--- src/rtl/aessb_pkg.sv ---
// aessb_pkg: shared types, constants and GF(2^8) functions for the AES S-box unit.
// Used by every module under rtl; no dependencies.
package aessb_pkg;

   typedef logic [7:0] byte_type;

   typedef enum logic {
      OP_FORWARD = 1'b0,
      OP_INVERSE = 1'b1
   } op_type;

   localparam byte_type REDUCE_POLY      = 8'h1B;
   localparam byte_type AFFINE_CONST     = 8'h63;
   localparam byte_type INV_AFFINE_CONST = 8'h05;

   localparam byte_type AFFINE_ROWS [8] = '{
      8'hF8, 8'h7C, 8'h3E, 8'h1F, 8'h8F, 8'hC7, 8'hE3, 8'hF1
   };

   // stage 1 -> stage 2: x^2 and x^3
   typedef struct packed {
      logic     op;
      byte_type a2;
      byte_type a3;
   } pre_data_type;

   // stage 3 -> stage 4: x^254
   typedef struct packed {
      logic     op;
      byte_type inv;
   } exp_data_type;

   function automatic byte_type gf_double(input byte_type a);
      return {a[6:0], 1'b0} ^ (a[7] ? REDUCE_POLY : 8'h00);
   endfunction

   function automatic byte_type gf_mul(input byte_type a, input byte_type b);
      byte_type acc;
      byte_type sh;
      acc = '0;
      sh  = a;
      for (int k = 0; k < 8; k++) begin
         if (b[k]) begin
            acc = acc ^ sh;
         end
         sh = gf_double(sh);
      end
      return acc;
   endfunction

   function automatic byte_type gf_sq(input byte_type a);
      return gf_mul(a, a);
   endfunction

   function automatic byte_type affine_fwd(input byte_type b);
      byte_type r;
      r = '0;
      for (int i = 0; i < 8; i++) begin
         r[3'(7 - i)] = ^(b & AFFINE_ROWS[i]);
      end
      return r ^ AFFINE_CONST;
   endfunction

   // rotl 1 ^ rotl 3 ^ rotl 6 ^ 0x05
   function automatic byte_type affine_inv(input byte_type b);
      return {b[6:0], b[7]} ^ {b[4:0], b[7:5]} ^ {b[1:0], b[7:2]} ^ INV_AFFINE_CONST;
   endfunction

endpackage

--- src/rtl/aessb_pre.sv ---
// aessb_pre: first pipeline stage; inverse affine select, then x^2 and x^3.
// Depends on aessb_pkg.
module aessb_pre
   import aessb_pkg::*;
(
   input  logic         clock,
   input  logic         reset,
   input  logic         in_valid,
   output logic         in_ready,
   input  logic         in_op,
   input  byte_type     in_data,
   output logic         out_valid,
   input  logic         out_ready,
   output pre_data_type out_data
);

   logic         valid_ff;
   logic         valid_in;
   pre_data_type data_ff;
   pre_data_type data_in;
   byte_type     x;

   assign in_ready = !valid_ff || out_ready;
   assign valid_in = in_ready ? in_valid : valid_ff;

   always_comb begin
      x          = (in_op == OP_INVERSE) ? affine_inv(in_data) : in_data;
      data_in.op = in_op;
      data_in.a2 = gf_sq(x);
      data_in.a3 = gf_mul(data_in.a2, x);
   end

   always_ff @(posedge clock) begin
      if (reset) begin
         valid_ff <= 1'b0;
      end else begin
         valid_ff <= valid_in;
      end
   end

   always_ff @(posedge clock) begin
      if (in_valid && in_ready) begin
         data_ff <= data_in;
      end
   end

   assign out_valid = valid_ff;
   assign out_data  = data_ff;

endmodule

--- src/rtl/aessb_exp.sv ---
// aessb_exp: stages 2 and 3 of the x^254 chain (x^14, x^15, then x^240 * x^14).
// Depends on aessb_pkg.
module aessb_exp
   import aessb_pkg::*;
(
   input  logic         clock,
   input  logic         reset,
   input  logic         in_valid,
   output logic         in_ready,
   input  pre_data_type in_data,
   output logic         out_valid,
   input  logic         out_ready,
   output exp_data_type out_data
);

   logic         s2_valid_ff;
   logic         s2_valid_in;
   logic         s2_op_ff;
   byte_type     s2_a14_ff;
   byte_type     s2_a15_ff;
   byte_type     a12;
   byte_type     a14;
   byte_type     a15;
   logic         s3_ready;
   logic         s3_valid_ff;
   logic         s3_valid_in;
   exp_data_type s3_data_ff;
   exp_data_type s3_data_in;
   byte_type     a240;

   assign in_ready    = !s2_valid_ff || s3_ready;
   assign s2_valid_in = in_ready ? in_valid : s2_valid_ff;
   assign s3_ready    = !s3_valid_ff || out_ready;
   assign s3_valid_in = s3_ready ? s2_valid_ff : s3_valid_ff;

   always_comb begin
      a12 = gf_sq(gf_sq(in_data.a3));
      a15 = gf_mul(a12, in_data.a3);
      a14 = gf_mul(a12, in_data.a2);
   end

   always_comb begin
      a240           = gf_sq(gf_sq(gf_sq(gf_sq(s2_a15_ff))));
      s3_data_in.op  = s2_op_ff;
      s3_data_in.inv = gf_mul(a240, s2_a14_ff);
   end

   always_ff @(posedge clock) begin
      if (reset) begin
         s2_valid_ff <= 1'b0;
         s3_valid_ff <= 1'b0;
      end else begin
         s2_valid_ff <= s2_valid_in;
         s3_valid_ff <= s3_valid_in;
      end
   end

   always_ff @(posedge clock) begin
      if (in_valid && in_ready) begin
         s2_op_ff  <= in_data.op;
         s2_a14_ff <= a14;
         s2_a15_ff <= a15;
      end
      if (s2_valid_ff && s3_ready) begin
         s3_data_ff <= s3_data_in;
      end
   end

   assign out_valid = s3_valid_ff;
   assign out_data  = s3_data_ff;

endmodule

--- src/rtl/aessb_post.sv ---
// aessb_post: output stage; forward affine for forward transactions, result register.
// Depends on aessb_pkg.
module aessb_post
   import aessb_pkg::*;
(
   input  logic         clock,
   input  logic         reset,
   input  logic         in_valid,
   output logic         in_ready,
   input  exp_data_type in_data,
   output logic         out_valid,
   input  logic         out_ready,
   output byte_type     out_data
);

   logic     valid_ff;
   logic     valid_in;
   byte_type data_ff;
   byte_type data_in;

   assign in_ready = !valid_ff || out_ready;
   assign valid_in = in_ready ? in_valid : valid_ff;
   assign data_in  = (in_data.op == OP_INVERSE) ? in_data.inv : affine_fwd(in_data.inv);

   always_ff @(posedge clock) begin
      if (reset) begin
         valid_ff <= 1'b0;
      end else begin
         valid_ff <= valid_in;
      end
   end

   always_ff @(posedge clock) begin
      if (in_valid && in_ready) begin
         data_ff <= data_in;
      end
   end

   assign out_valid = valid_ff;
   assign out_data  = data_ff;

endmodule

--- src/rtl/aes_sbox_forward_inverse_unit.sv ---
// Top level of the arithmetic AES S-box / inverse S-box unit (no lookup table).
// Instantiates aessb_pre, aessb_exp and aessb_post; depends on aessb_pkg.
//
// One byte per transaction: req_op = 0 gives the forward S-box, 1 the inverse S-box.
// The field inverse is x^254 over GF(2^8) mod 0x11B (zero maps to zero), built as
// an addition chain with three multiplier levels, each in its own register stage,
// plus a final stage for the forward affine map. A new transaction is taken every
// cycle while rsp_ready does not stall the pipeline. Each transaction passes through
// the four register stages in turn (aessb_pre, stages 2 and 3 in aessb_exp, then
// aessb_post) before rsp_valid rises. A stall on rsp_ready backs up stage by stage, so
// up to four transactions are held in flight without loss. The unit keeps no other state.
module aes_sbox_forward_inverse_unit
   import aessb_pkg::*;
(
   input  logic       clock,
   input  logic       reset,
   input  logic       req_valid,
   output logic       req_ready,
   input  logic       req_op,
   input  logic [7:0] req_data_in,
   output logic       rsp_valid,
   input  logic       rsp_ready,
   output logic [7:0] rsp_data_out
);

   logic         pre_valid;
   logic         pre_ready;
   pre_data_type pre_data;
   logic         exp_valid;
   logic         exp_ready;
   exp_data_type exp_data;

   aessb_pre u_pre (
      .clock     (clock),
      .reset     (reset),
      .in_valid  (req_valid),
      .in_ready  (req_ready),
      .in_op     (req_op),
      .in_data   (req_data_in),
      .out_valid (pre_valid),
      .out_ready (pre_ready),
      .out_data  (pre_data)
   );

   aessb_exp u_exp (
      .clock     (clock),
      .reset     (reset),
      .in_valid  (pre_valid),
      .in_ready  (pre_ready),
      .in_data   (pre_data),
      .out_valid (exp_valid),
      .out_ready (exp_ready),
      .out_data  (exp_data)
   );

   aessb_post u_post (
      .clock     (clock),
      .reset     (reset),
      .in_valid  (exp_valid),
      .in_ready  (exp_ready),
      .in_data   (exp_data),
      .out_valid (rsp_valid),
      .out_ready (rsp_ready),
      .out_data  (rsp_data_out)
   );

   // input only backs up when every stage is full and the output is stalled
   assert property (@(posedge clock) disable iff (reset)
      !req_ready |-> (pre_valid && exp_valid && rsp_valid && !rsp_ready))
      else $error("req_ready low with a bubble in the pipeline");

   // a stalled first stage keeps its transaction
   assert property (@(posedge clock) disable iff (reset)
      (pre_valid && !pre_ready) |=> (pre_valid && $stable(pre_data)))
      else $error("stage 1 transaction lost or changed under stall");

   // a stalled third stage keeps its transaction
   assert property (@(posedge clock) disable iff (reset)
      (exp_valid && !exp_ready) |=> (exp_valid && $stable(exp_data)))
      else $error("stage 3 transaction lost or changed under stall");

   // output drains when taken with nothing behind it
   assert property (@(posedge clock) disable iff (reset)
      (rsp_valid && rsp_ready && !exp_valid) |=> !rsp_valid)
      else $error("result repeated after acceptance");

endmodule

--- config.mk ---
export PLATFORM = sky130hd
export DESIGN_NAME = aes_sbox_forward_inverse_unit
export DESIGN_NICKNAME = d
export VERILOG_FILES = /design/src/rtl/aessb_pkg.sv /design/src/rtl/aessb_pre.sv /design/src/rtl/aessb_exp.sv /design/src/rtl/aessb_post.sv /design/src/rtl/aes_sbox_forward_inverse_unit.sv
export SDC_FILE = /design/constraint.sdc
export NUM_CORES = 1
export LEC_CHECK = 0
export ABC_AREA = 1
export BUFFER_PORTS_ARGS = -buffer_cell sky130_fd_sc_hd__buf_4
export CAP_MARGIN = 20
export CORE_ASPECT_RATIO = 0.6
export CORE_MARGIN = 10
export CORE_UTILIZATION = 45
export CTS_CLUSTER_DIAMETER = 150
export DETAILED_ROUTE_END_ITERATION = 7
export GPL_TIMING_DRIVEN = 0
export SLEW_MARGIN = 20
export SYNTH_ARGS = -nofsm -noshare
export SYNTH_HDL_FRONTEND = slang
export SYNTH_SLANG_ARGS = --single-unit
--- constraint.sdc ---
create_clock -name clock -period 7.2 [get_ports clock]
set_clock_uncertainty 0.05 [all_clocks]
set_input_delay 1.08 -clock clock [delete_from_list [all_inputs] [get_ports clock]]
set_output_delay 1.08 -clock clock [all_outputs]
set_load 0.005 [all_outputs]
Yosys cells after proc, flatten, opt, wreduce, memory -nomap -nowiden:

Index checks and enable logic that the tools add are counted.

* register bits after elaboration: 55
* latch bits: 0
* RAM bits: 0
* ROM bits: 0
* input port bits: 13
* output and inout bits: 10
* word-level logic and storage cells: 341
* memories kept: 0

* add/subtract/negate cells: 0
* $mul: 0
* divide/modulo/power cells: 0
* magnitude comparators: 0
* equal/unequal tests: 0
* shift operators: 0
* mux-type cells: 160
* bitwise gates (word level): 151
* reduce and logical (&&, ||, !) cells: 16

Operator list (number)
* XOR 8 bit: 149
* 2-to-1 mux 8 bit: 89
* 2-to-1 mux 5 bit: 70
* XOR reduction 8 bit: 4
* 2-to-1 mux 7 bit: 1
* logical AND 1 bit: 4
* logical NOT 1 bit: 4
* logical OR 1 bit: 4
* inverter 2 -> 4 bit: 1
* inverter 2 bit: 1

Longest topological paths before layout:

* depth after elaboration: 80
* depth in mapped cells: 69
* gate-level depth less buffers: 68

By module:

Synthesis repeated with hierarchy kept, for this count alone.

* cell total of the unflattened synthesis: 3221
* area total of the unflattened synthesis: 17270.3 µm²

Modules (own cells, without submodules)
* aessb_exp: times used 1, cells each 2320, area each 12289.3 µm², seq. area each 820.8 µm²
* aessb_pre: times used 1, cells each 830, area each 4460.5 µm², seq. area each 530.5 µm²
* aessb_post: times used 1, cells each 71, area each 520.5 µm², seq. area each 260.2 µm²

Least setup slack after synthesis:

OpenSTA, ideal clock, no wires.

* path kind: flip-flop to flip-flop
* start: reg u_exp.s2_a15_ff[7]
* end: reg u_exp.s3_data_ff (netlist bit u_exp.out_data[3]) (data pin)
* setup time: 252 ps
* arrival time: 6834 ps
* data required time: 6898 ps
* slack: 63 ps
* cell stages (with the launch flop): 55
* buffers on the path: 3
* cells stage by stage: edfxtp_1 > ha_1 > inv_1 > nand2_1 > nand2_1 > nand2_1 > nand2_1 > nand3_1 > nand2_1 > nand2_1 > inv_1 > nor2_4 > buf_2 > ha_1 > inv_1 > nand3_1 > nand3_1 > nand2_1 > (+19 left out) > nand3_1 > nand2_1 > nand2_1 > nand2_1 > nand3_1 > nand2_1 > nand2_1 > nand2_1 > nand2_1 > nand2_4 > inv_2 > nand2_1 > nand3_1 > xor2_1 > nand2_1 > nand2_1 > nand2_1 > nand2_1

RTL lines
* start: declaration: RTL line aessb_exp.sv:20 `byte_type s2_a15_ff;`
* start signal: assignment: RTL line aessb_exp.sv:62 `s2_a15_ff <= a15;`
* end signal: assignment: RTL line aessb_exp.sv:65 `s3_data_ff <= s3_data_in;`
* end: declaration: RTL line aessb_exp.sv:27 `exp_data_type s3_data_ff;`

==> results.sh <==
export IMPL_clock_sinks=55
export IMPL_syn_avg_cell_area_um2=5.460
export IMPL_drtAntennaViolNets=0
export IMPL_crit_path_max_incr_delay_ns=0.51
export IMPL_cp_required_ns=7.23
export IMPL_whs_endpoint="u_exp.out_data[8]"
export IMPL_tightest_slew_ns=0.9035
export IMPL_hold_depth=0
export IMPL_cp_slowest_cell="edfxtp_1"
export IMPL_start_kind="register"
export IMPL_drt_iter0_drc=1761
export IMPL_row_count=52
export IMPL_relSlewSlack=0.3970
export IMPL_place_port_buffers=22
export IMPL_clkLatencyLatePin_ns=0.32
export IMPL_viasPerCell=5.254
export IMPL_drive_gt1_frac=0.2374
export IMPL_grt_pass1_vias=15212
export IMPL_dieArea_um2=42410
export IMPL_fin_nets=3005
export IMPL_root_buffer="clkbuf_16"
export IMPL_yosysUniqueCellTypes=39
export IMPL_drt_wirelength_per_cell_um=15.07
export IMPL_timing_rr_end="u_exp.out_data[4]"
export IMPL_fp_dieH_um=163.6
export IMPL_dr_total_vias=18101
export IMPL_synth_nets=2851
export IMPL_netlist_instances=2831
export IMPL_start_util=0.4578
export IMPL_grt_pass1_wl_mm=77.94
export IMPL_crit_top_cell="nand2_4"
export IMPL_r2r_cells=57
export IMPL_run_status="complete, no violations"
export IMPL_design_area_um2=19520
export IMPL_rsz0062_at_grt="true"
export IMPL_multiInputGateArea_um2=14250
export IMPL_routed_wl_mm=51.93
export IMPL_clkTransAtPathRegs_ns=0.08
export IMPL_worst_ep_arrival_time_ns=7.06
export IMPL_dp_final_hpwl_mm=38.52
export IMPL_synthesis_area_um2=15460
export IMPL_gp_congestion=0.9379
export IMPL_cts_htree_levels=2
export IMPL_cap_violations=0
export IMPL_clock_fmax_mhz=142.2
export IMPL_drc=0
export IMPL_dr_pass1_iters=6
export IMPL_ys_ff_latch=55
export IMPL_hold_start="u_exp.s2_op_ff"
export IMPL_ff2ff_setup_slack_ns=0.17
export IMPL_fillers=3290
export IMPL_placed_area_um2=16200
export IMPL_crit_fanout=10
export IMPL_antenna_found_initial=0
export IMPL_cts_buffers=5
export IMPL_die_width_um=259.3
export IMPL_synth_warnings=0
export IMPL_io_pins=23
export IMPL_grt_use_total=0.2206
export IMPL_grt_max_degree=20
export IMPL_cts_tree="done"
export IMPL_postCtsHoldBufs=0
export IMPL_overflow=0
export IMPL_cts_buffer_depth=2
export IMPL_reg2reg_from="u_exp.s2_a15_ff[5]"
export IMPL_core_area_um2=33770
export IMPL_cp_end_kind="register"
export IMPL_hold_class="register to register"
export IMPL_drv_slew=0
export IMPL_seq_area_frac_synth=0.1043
export IMPL_period_needed_ns=7.033
export IMPL_diodes=0
export IMPL_criticalPathCategory="register to register"
export IMPL_setup_viol=0
export IMPL_fin_crit_sh=0.9768
export IMPL_area_delta_synth_final_pct=26.31
export IMPL_seq_area_um2=1612
export IMPL_hold_viol=0
cells by family (layout without fill, tap and decap cells):
| family | after synthesis | in the layout | share of synthesized area |
|---|---|---|---|
| AOI/OAI and AO/OA | 64 | 64 | 0.02234 |
| xor gates and xnor gates | 420 | 420 | 0.2416 |
| adders and majority gates | 7 | 7 | 0.005666 |
| buffers and inverters | 387 | 537 | 0.1015 |
| DFF | 55 | 55 | 0.1043 |
| muxes | 1 | 1 | 0.0006476 |
| and+or+nand+nor | 1897 | 1902 | 0.5240 |
routing by layer:
metal	global-route usage	up-vias	routed length (µm)
met1	0.3618	8335	26300
met4	0.01536	0	173
met3	0.03883	27	5221
met2	0.2922	733	20230
li1	-	9006	-
met5	0	-	0
sequential cells by signal, summed over array words and instances, names as in the netlist:
| signal | count |
|---|---|
| u_exp.s2_a14_ff | 8 |
| u_post.out_data | 8 |
| u_pre.out_valid | 1 |
| u_exp.out_valid | 1 |
| u_post.out_valid | 1 |
| u_exp.s2_op_ff | 1 |
| u_pre.out_data | 17 |
| u_exp.out_data | 9 |
| u_exp.s2_valid_ff | 1 |
| u_exp.s2_a15_ff | 8 |
worst max-delay path, delay by kind of cell, from the launching register on:
family                     cells  cell delay (ns)
and+or+nand+nor               40             3.56
AOI/OAI and AO/OA              1             0.17
buffers and inverters         11             1.07
adders and majority gates      3             0.96
xor gates and xnor gates       2             0.41
DFF                            1             0.51
layout make-up:
cell class | count | share of cell area
Inverter | 331 | 0.06697
Clock inverter | 3 | 0.001410
Clock buffer | 5 | 0.006409
Timing Repair inverter | 1 | 0.0004486
Tap cell | 459 | 0.02942
Timing Repair Buffer | 141 | 0.06005
Multi-Input combinational cell | 2394 | 0.7297
Sequential cell | 55 | 0.08254
Buffer | 56 | 0.02301
worst max path at each step:
stage                        from           endpoint  slack [ns]
6_report       u_exp.s2_a15_ff[5]  u_exp.out_data[4]        0.17
5_1_grt        u_exp.s2_a15_ff[0]  u_exp.out_data[4]       -0.17
4_1_cts        u_exp.s2_a15_ff[7]  u_exp.out_data[3]       0.002
3_5_place_dp   u_exp.s2_a15_ff[7]  u_exp.out_data[4]       -2.01
3_3_place_gp   u_exp.s2_a15_ff[7]  u_exp.out_data[4]       -1.97
2_1_floorplan  u_exp.s2_a15_ff[7]  u_exp.out_data[3]        0.06
synthesized netlist by cell type:
cell type | instances | area share
o21bai_1 | 5 | 0.0024
buf_4 | 12 | 0.0058
nor2_1 | 261 | 0.063
nand2_4 | 11 | 0.0080
nand2_2 | 65 | 0.026
buf_1 | 2 | 0.00049
buf_2 | 14 | 0.0045
nand3b_1 | 10 | 0.0049
nand3_1 | 318 | 0.10
clkinv_1 | 12 | 0.0029
clkbuf_1 | 22 | 0.0053
o21ai_1 | 5 | 0.0016
or2_1 | 4 | 0.0016
nand3_2 | 19 | 0.012
nor2_2 | 14 | 0.0057
o21ai_0 | 33 | 0.011
nand4_1 | 19 | 0.0077
xnor2_1 | 142 | 0.080
ha_1 | 7 | 0.0057
buf_8 | 1 | 0.00097
edfxtp_1 | 51 | 0.099
inv_2 | 42 | 0.010
a21boi_0 | 1 | 0.00049
nor2_4 | 4 | 0.0029
xor2_4 | 1 | 0.0018
inv_1 | 275 | 0.067
or2_0 | 1 | 0.00040
inv_4 | 2 | 0.00081
mux2i_1 | 1 | 0.00065
xor2_1 | 272 | 0.15
o211ai_1 | 4 | 0.0019
xnor2_2 | 1 | 0.0011
nand2_1 | 1154 | 0.28
buf_6 | 5 | 0.0036
a21oi_1 | 16 | 0.0052
or2_2 | 16 | 0.0065
dfxtp_1 | 4 | 0.0052
xor2_2 | 4 | 0.0042
nand3_4 | 1 | 0.0011
layout by cell type, fill, tap and decap left out, types with 16 or more instances in the layout:
cell / Yosys / routed
nand3_2: 19 / 77
a21oi_1: 16 / 16
nand2_4: 11 / 94
nand2_1: 1154 / 968
inv_1: 275 / 261
xnor2_1: 142 / 138
nand3_4: 1 / 28
nor2_4: 4 / 18
nand3_1: 318 / 233
buf_4: 12 / 134
nor2_2: 14 / 30
inv_2: 42 / 42
o21ai_0: 33 / 28
xor2_1: 272 / 262
edfxtp_1: 51 / 51
nand2_2: 65 / 169
clkbuf_1: 22 / 20
nor2_1: 261 / 231
or2_2: 16 / 16
nand4_1: 19 / 19
per-stage QoR:
| step | worst slack [ns] | utilization | instances | hold WS, ns | setup TNS (ns) |
|---|---|---|---|---|---|
| floorplan | 0.06344 | - | 2831 | 0.3503 | 0 |
| global placement | -1.970 | 0.4797 | 3312 | 0.3609 | -15.01 |
| detailed placement | -2.008 | 0.4797 | 3312 | 0.3647 | -15.38 |
| CTS | 0.001762 | 0.4989 | 3343 | 0.3814 | 0 |
| global route | -0.1707 | 0.5782 | 3445 | 0.3929 | -0.8945 |
| finish | 0.1667 | 0.5782 | 3445 | 0.3755 | 0 |
timing repair:
action / in CTS / in global routing
pin swaps: 18 / 158
setup endpoints to repair: 8 / 21
gates resized for setup: 81 / 468
gates cloned: 1 / 9
endpoints found under the hold margin: 0 / 0
buffers inserted: 22 / 93
Power is not shown: default switching activity piles up to over one toggle a cycle in this logic, so the estimate is an artifact.
